File: src/hdl/triangle_bbox_edge_rasterizer_top_assert.svh
// Assertion macros for the triangle rasteriser top level.
// Needs clk and rst in scope at the point of use.
`ifndef TRIANGLE_BBOX_EDGE_RASTERIZER_TOP_ASSERT_SVH
`define TRIANGLE_BBOX_EDGE_RASTERIZER_TOP_ASSERT_SVH

// same-cycle implication
`define TBR_ASSERT_IMP(name, ante, cons, msg) \
  name: assert property (@(posedge clk) disable iff (rst) (ante) |-> (cons)) \
    else $error(msg);

// next-cycle implication
`define TBR_ASSERT_NXT(name, ante, cons, msg) \
  name: assert property (@(posedge clk) disable iff (rst) (ante) |=> (cons)) \
    else $error(msg);

`endif

File: src/hdl/tbr_pkg.sv
// Shared constants, types and opcodes for the triangle rasteriser.
// No dependencies; every other file but the assert header imports it.
package tbr_pkg;

  localparam int COORD_BITS    = 12;
  localparam int PIX_BITS      = 11;
  localparam int DIM_BITS      = 12;
  localparam int COLOR_BITS    = 32;
  localparam int APB_DATA_BITS = 32;
  localparam int APB_ADDR_BITS = 3;
  localparam int REG_SEL_BIT   = 2;

  typedef logic signed [COORD_BITS-1:0] coord_t;
  typedef logic [PIX_BITS-1:0]          pix_t;
  typedef logic [DIM_BITS-1:0]          dim_t;
  typedef logic [COLOR_BITS-1:0]        color_t;

  localparam dim_t DIM_MAX             = DIM_BITS'(2048);
  localparam dim_t IMAGE_WIDTH_RESET   = DIM_BITS'(800);
  localparam dim_t IMAGE_HEIGHT_RESET  = DIM_BITS'(500);

  localparam logic OP_LOAD = 1'b0;
  localparam logic OP_STEP = 1'b1;

  localparam logic REG_IMAGE_WIDTH  = 1'b0;
  localparam logic REG_IMAGE_HEIGHT = 1'b1;

  typedef struct packed {
    coord_t x0;
    coord_t y0;
    coord_t x1;
    coord_t y1;
    coord_t x2;
    coord_t y2;
  } vert_t;

  typedef struct packed {
    pix_t min_x;
    pix_t min_y;
    pix_t max_x;
    pix_t max_y;
  } box_t;

endpackage

File: src/hdl/tbr_bbox.sv
// Bounding box of three vertices, clipped to the image size registers.
// Depends on tbr_pkg.
module tbr_bbox import tbr_pkg::*; (
  input  vert_t verts,
  input  dim_t  image_width,
  input  dim_t  image_height,
  output box_t  box
);

  localparam int BW = ((COORD_BITS > PIX_BITS) ? COORD_BITS : PIX_BITS) + 1;
  typedef logic signed [BW-1:0] bval_t;

  // out-of-range sizes: 0 acts as 1, anything above the maximum as the maximum
  function automatic pix_t dim_cap(input dim_t r);
    dim_t d;
    d = r;
    if (d == '0) d = DIM_BITS'(1);
    if (d > DIM_MAX) d = DIM_MAX;
    return PIX_BITS'(d - DIM_BITS'(1));
  endfunction

  function automatic bval_t smin(input bval_t a, input bval_t b);
    return (a < b) ? a : b;
  endfunction

  function automatic bval_t smax(input bval_t a, input bval_t b);
    return (a > b) ? a : b;
  endfunction

  bval_t vx0, vy0, vx1, vy1, vx2, vy2;
  bval_t cx, cy;
  bval_t mnx, mny, mxx, mxy;

  assign vx0 = BW'(verts.x0);
  assign vy0 = BW'(verts.y0);
  assign vx1 = BW'(verts.x1);
  assign vy1 = BW'(verts.y1);
  assign vx2 = BW'(verts.x2);
  assign vy2 = BW'(verts.y2);

  assign cx = BW'(signed'({1'b0, dim_cap(image_width)}));
  assign cy = BW'(signed'({1'b0, dim_cap(image_height)}));

  // floor both the minimum and the maximum at 0, cap both at the image edge
  assign mnx = smax('0, smin(smin(cx, vx0), smin(vx1, vx2)));
  assign mny = smax('0, smin(smin(cy, vy0), smin(vy1, vy2)));
  assign mxx = smin(cx, smax(smax('0, vx0), smax(vx1, vx2)));
  assign mxy = smin(cy, smax(smax('0, vy0), smax(vy1, vy2)));

  assign box.min_x = PIX_BITS'(mnx);
  assign box.min_y = PIX_BITS'(mny);
  assign box.max_x = PIX_BITS'(mxx);
  assign box.max_y = PIX_BITS'(mxy);

endmodule

File: config.mk
export PLATFORM = sky130hd
export DESIGN_NAME = tbr_bbox
export DESIGN_NICKNAME = d
export VERILOG_FILES = /design/src/hdl/triangle_bbox_edge_rasterizer_top_assert.svh /design/src/hdl/tbr_pkg.sv /design/src/hdl/tbr_bbox.sv
export SDC_FILE = /design/constraint.sdc
export NUM_CORES = 1
export LEC_CHECK = 0
export CORE_AREA = 2 2 111 113
export DETAILED_ROUTE_END_ITERATION = 10
export DIE_AREA = 0 0 113 115
export DONT_BUFFER_PORTS = 1
export PLACE_DENSITY = 0.58
export SLEW_MARGIN = 0
export SYNTH_ARGS = -nofsm -noshare
export SYNTH_HDL_FRONTEND = slang
export SYNTH_SLANG_ARGS = --single-unit
File: constraint.sdc
create_clock -name vclk -period 12.4
set_input_delay 2.48 -clock vclk [all_inputs]
set_output_delay 2.48 -clock vclk [all_outputs]
set_load 0.05 [all_outputs]
* After elaboration in Yosys (flattened, before gate mapping) *
Index checks and enable logic that the tools add are counted.

word-level totals
  register bits = 0
  bits of input ports = 96
  output and inout bits = 44
  word-level logic and storage cells = 42

operators by class
  add/subtract/negate cells = 2
  $lt $le $gt $ge = 18
  mux-type cells = 20
  reductions and logical operators = 2

operator list
  kind                   count
  $mux 13                12
  $mux 11                6
  $lt 12x12->1           4
  $gt 1x13->1 const A    2
  $gt 13x13->1           2
  $lt 12x13->1           2
  $lt 13x13->1           2
  $gt 1x12->1 const A    2
  $gt 12x12->1           2
  $gt 12x12->1 const B   2
  $logic_not 12->1       2
  $mux 12                2
  $sub 11x1->11 const B  2

* Logic depth before layout (Yosys ltp) *
  word-level depth = 11
  depth in mapped cells = 31
  mapped depth without buffers = 27

* Worst setup path after synthesis *
Ideal clock, no wire load.

  path type = input -> output
  from = in image_width[6]
  to = out box[39] (netlist bit)
  arrival = 9.263 ns
  required time = 9.920 ns
  slack = 0.657 ns
  stages on the path = 24
  path buffers = 3
  cells stage by stage = or4_1 > o41a_1 > ha_1 > o21ai_0 > xnor2_1 > inv_1 > ha_1 > nand4_1 > or4b_2 > o22a_1 > ha_1 > clkbuf_1 > clkbuf_1 > mux2i_1 > inv_1 > ha_1 > a21o_1 > a21oi_1 > o221ai_1 > o221ai_1 > nand3b_1 > a31oi_2 > buf_2 > o41ai_1

RTL lines
  item         line           source
  from (decl)  tbr_bbox.sv:5  input dim_t image_width,
  to (decl)    tbr_bbox.sv:7  output box_t box

==> metrics.txt <==
# TYPE chip_impl_metric gauge
chip_impl_info{name="status",value="finished with violations"} 1
chip_impl_metric{name="drt-initial-drc-count",unit=""} 257
chip_impl_metric{name="timing.final.hold_violations",unit=""} 0
chip_impl_info{name="synth.top_cells.by_area",value="sky130_fd_sc_hd__ha_1 (27%), sky130_fd_sc_hd__mux2i_1 (13%), sky130_fd_sc_hd__inv_1 (6.1%)"} 1
chip_impl_metric{name="p_per_area",unit="mW/mm2"} 121
chip_impl_metric{name="detail-route-antenna-nets",unit=""} 0
chip_impl_info{name="timing.critical_path.to_type",value="primary output"} 1
chip_impl_metric{name="vias_in_the_first_global_route",unit=""} 5379
chip_impl_metric{name="groute.usage.overall",unit=""} 0.244
chip_impl_metric{name="numPortBuffers",unit=""} 0
chip_impl_info{name="holdCritPathClass",value="input port to primary output"} 1
chip_impl_metric{name="num_antenna_cells",unit=""} 0
chip_impl_info{name="startpoint",value="image_width[6]"} 1
chip_impl_metric{name="ys_seq_area_frac",unit=""} 0
chip_impl_metric{name="io-pin-count",unit=""} 140
chip_impl_metric{name="first_pass_iters",unit=""} 8
chip_impl_metric{name="avgRoutedWirePerCell",unit="um"} 18.5
chip_impl_metric{name="postLayoutSetupSlackWorst",unit="ns"} 0.565
chip_impl_metric{name="post_drt_via_cell_ratio",unit=""} 6.08
chip_impl_metric{name="post_synth_inst_count",unit=""} 734
chip_impl_metric{name="slew_viol_final",unit=""} 0
chip_impl_metric{name="hpwl",unit="um"} 14300
chip_impl_metric{name="final.setup.tns",unit="ns"} 0
chip_impl_metric{name="detail_route.drc_violations",unit=""} 9
chip_impl_metric{name="cp_data_required_time",unit="ns"} 9.92
chip_impl_metric{name="timing.critical_path.arrival",unit="ns"} 9.35
chip_impl_metric{name="power.leakage",unit="nW"} 2.86
chip_impl_metric{name="final_layout_size_suffix_gt1_frac",unit=""} 0.103
chip_impl_metric{name="synth_area_per_cell",unit="um2"} 7.20
chip_impl_metric{name="synth.top_cell.area_share",unit=""} 0.270
chip_impl_metric{name="placeableCoreArea",unit="mm2"} 0.0118
chip_impl_metric{name="layout.nets",unit=""} 953
chip_impl_info{name="setup_repair_after_global_routing_missed_its_margin",value="false"} 1
chip_impl_metric{name="synth-warning-count",unit=""} 0
chip_impl_metric{name="critPathMaxFanout",unit=""} 18
chip_impl_metric{name="number_of_antenna_violations_at_the_first_check_in_global_routing",unit=""} 0
chip_impl_metric{name="worst_hold_slack",unit="ns"} 5.39
chip_impl_metric{name="syn-cell-area",unit="mm2"} 0.00529
chip_impl_metric{name="gr-total-overflow",unit=""} 0
chip_impl_metric{name="place_ws",unit="ns"} 0.442
chip_impl_metric{name="grt_max_degree",unit=""} 21
chip_impl_info{name="cp_startpoint_kind",value="input port"} 1
chip_impl_metric{name="routabilityCongestion",unit=""} 0.975
chip_impl_metric{name="die_w",unit="um"} 113
chip_impl_metric{name="timing.slew.headroom",unit=""} 0.242
chip_impl_info{name="cp-endpoint",value="box[42]"} 1
chip_impl_metric{name="worst_ir_drop_vdd",unit="uV"} 103
chip_impl_info{name="netlist.top_cell.by_area",value="sky130_fd_sc_hd__ha_1"} 1
chip_impl_metric{name="report.final.setup_viol",unit=""} 0
chip_impl_info{name="worst-setup-path-type",value="input port to primary output"} 1
chip_impl_metric{name="cts_setup_buffers",unit=""} 0
chip_impl_metric{name="layout.area.seq",unit="um2"} 0
chip_impl_metric{name="tightest_slew",unit="ns"} 1.13
chip_impl_metric{name="synth.distinct_cells",unit=""} 64
chip_impl_metric{name="vias",unit=""} 5397
chip_impl_metric{name="max_clock_freq",unit="MHz"} 84.5
chip_impl_metric{name="wl",unit="um"} 16400
chip_impl_metric{name="drv.max_cap_violation_count",unit=""} 0
chip_impl_metric{name="min_period",unit="ns"} 11.83
chip_impl_metric{name="fp.dieArea",unit="mm2"} 0.0130
chip_impl_metric{name="initial_core_util",unit=""} 0.448
chip_impl_metric{name="num-clock-buffers",unit=""} 0
chip_impl_metric{name="n_sequential_cell",unit=""} 0
chip_impl_metric{name="power",unit="uW"} 680
chip_impl_metric{name="relative_area_change_from_synthesis_to_final_layout",unit="%"} 6.39
chip_impl_metric{name="num_rows",unit=""} 40
chip_impl_metric{name="grt_first_pass_wirelength",unit="um"} 26400
chip_impl_metric{name="timing.final.crit_share",unit=""} 0.954
chip_impl_info{name="failed_checks",value="design-rule violations"} 1
chip_impl_metric{name="die-height",unit="um"} 115
per-stage QoR:
step | cells | instance area (um2) | util
final | 888 | 5620 | 0.476
after global routing | 888 | 5620 | 0.476
after CTS | 888 | 5620 | 0.475
after detailed placement | 888 | 5620 | 0.475
after global placement | 888 | 5620 | 0.475
after floorplan | 735 | 5290 | -
worst min path at each step:
stage | startpoint | to | slack [ns] | cells after the start
2_1_floorplan | verts[48] | box[22] | 5.40 | 3
3_3_place_gp | image_width[11] | box[20] | 5.39 | 3
3_5_place_dp | image_height[11] | box[5] | 5.37 | 3
4_1_cts | image_height[11] | box[5] | 5.37 | 3
5_1_grt | image_height[11] | box[5] | 5.41 | 3
6_report | image_height[11] | box[5] | 5.39 | 3
kinds of logic after synthesis:
group | after synthesis | share of synthesized area
adders and majority gates | 114 | 0.270
muxes | 93 | 0.183
other | 1 | 0.000709
and+or+nand+nor | 221 | 0.208
buffers and inverters | 112 | 0.0843
AOI/OAI and AO/OA | 186 | 0.243
xor gates and xnor gates | 7 | 0.0116
placed cells by master (no fill, tap or decap), drive strengths merged, types with 7 or more instances in the layout:
cell type  Yosys  final
inv           87     87
a211oi         8      8
nor2b         20     20
ha           114    114
o21a           9      9
o211ai        10     10
nand2         56     56
mux2i         68     68
nand2b        19     19
a21o          19     19
or4           11     11
buf            9     31
o31ai          7      7
o21ai         48     48
nor3           7      7
nand4         14     14
nand3          9      9
nor2          64     64
a21oi         44     44
mux2          25     25
power breakdown:
group / total [mW] / switching, mW / internal (mW)
Sequential: 0 / 0 / 0
Combinational: 0.680 / 0.452 / 0.228
Clock: 0 / 0 / 0
cell usage after synthesis (all sizes together) (4+ instances only):
master,number
ha,114
inv,87
mux2i,68
nor2,64
nand2,56
o21ai,48
a21oi,44
mux2,25
nor2b,20
a21o,19
nand2b,19
clkbuf,16
nand4,14
or4,11
o211ai,10
buf,9
nand3,9
o21a,9
a211oi,8
nor3,7
o31ai,7
a21bo,6
nor4,6
xnor2,6
or2,5
a211o,4
a31oi,4
worst max-delay path: stages:
cell and delay (ns):
sky130_fd_sc_hd__or4_1 0.59, sky130_fd_sc_hd__o41a_1 0.52, sky130_fd_sc_hd__ha_1 0.29, sky130_fd_sc_hd__o21ai_0 0.23
sky130_fd_sc_hd__o21ai_0 0.40, sky130_fd_sc_hd__ha_1 0.43, sky130_fd_sc_hd__nand2_1 0.05, sky130_fd_sc_hd__or4b_2 0.63
sky130_fd_sc_hd__o22a_1 0.20, sky130_fd_sc_hd__ha_1 0.67, sky130_fd_sc_hd__mux2i_1 0.38, sky130_fd_sc_hd__inv_1 0.09
sky130_fd_sc_hd__ha_1 0.32, sky130_fd_sc_hd__a21o_1 0.18, sky130_fd_sc_hd__a21oi_1 0.15, sky130_fd_sc_hd__o221ai_1 0.13
sky130_fd_sc_hd__o221ai_1 0.23, sky130_fd_sc_hd__nand3b_1 0.17, sky130_fd_sc_hd__a31oi_4 0.37, sky130_fd_sc_hd__nor2_1 0.26
sky130_fd_sc_hd__mux2_1 0.58
cell type report:
cell class	instances	area [um2]
fill	1245	6190
inverter	87	327
timing repair buffer	31	233
multi-input combinational	623	4880
tap	147	184
repair_timing:
item                       CTS  global route
resized for setup            0             1
hold buffers                 0             0
setup endpoints to repair    0             1
metal layers:
| metal | share of wire | GRT usage | wire [um] | up-vias |
|---|---|---|---|---|
| li1 | - | - | - | 2689 |
| met1 | 0.41 | 0.292 | 6780 | 2541 |
| met2 | 0.52 | 0.489 | 8600 | 155 |
| met3 | 0.056 | 0.0227 | 924 | 12 |
| met4 | 0.0077 | 0.0187 | 126 | 0 |
| met5 | 0 | 0 | 0 | - |
No activity file was read; power rests on OpenSTA's default activity.
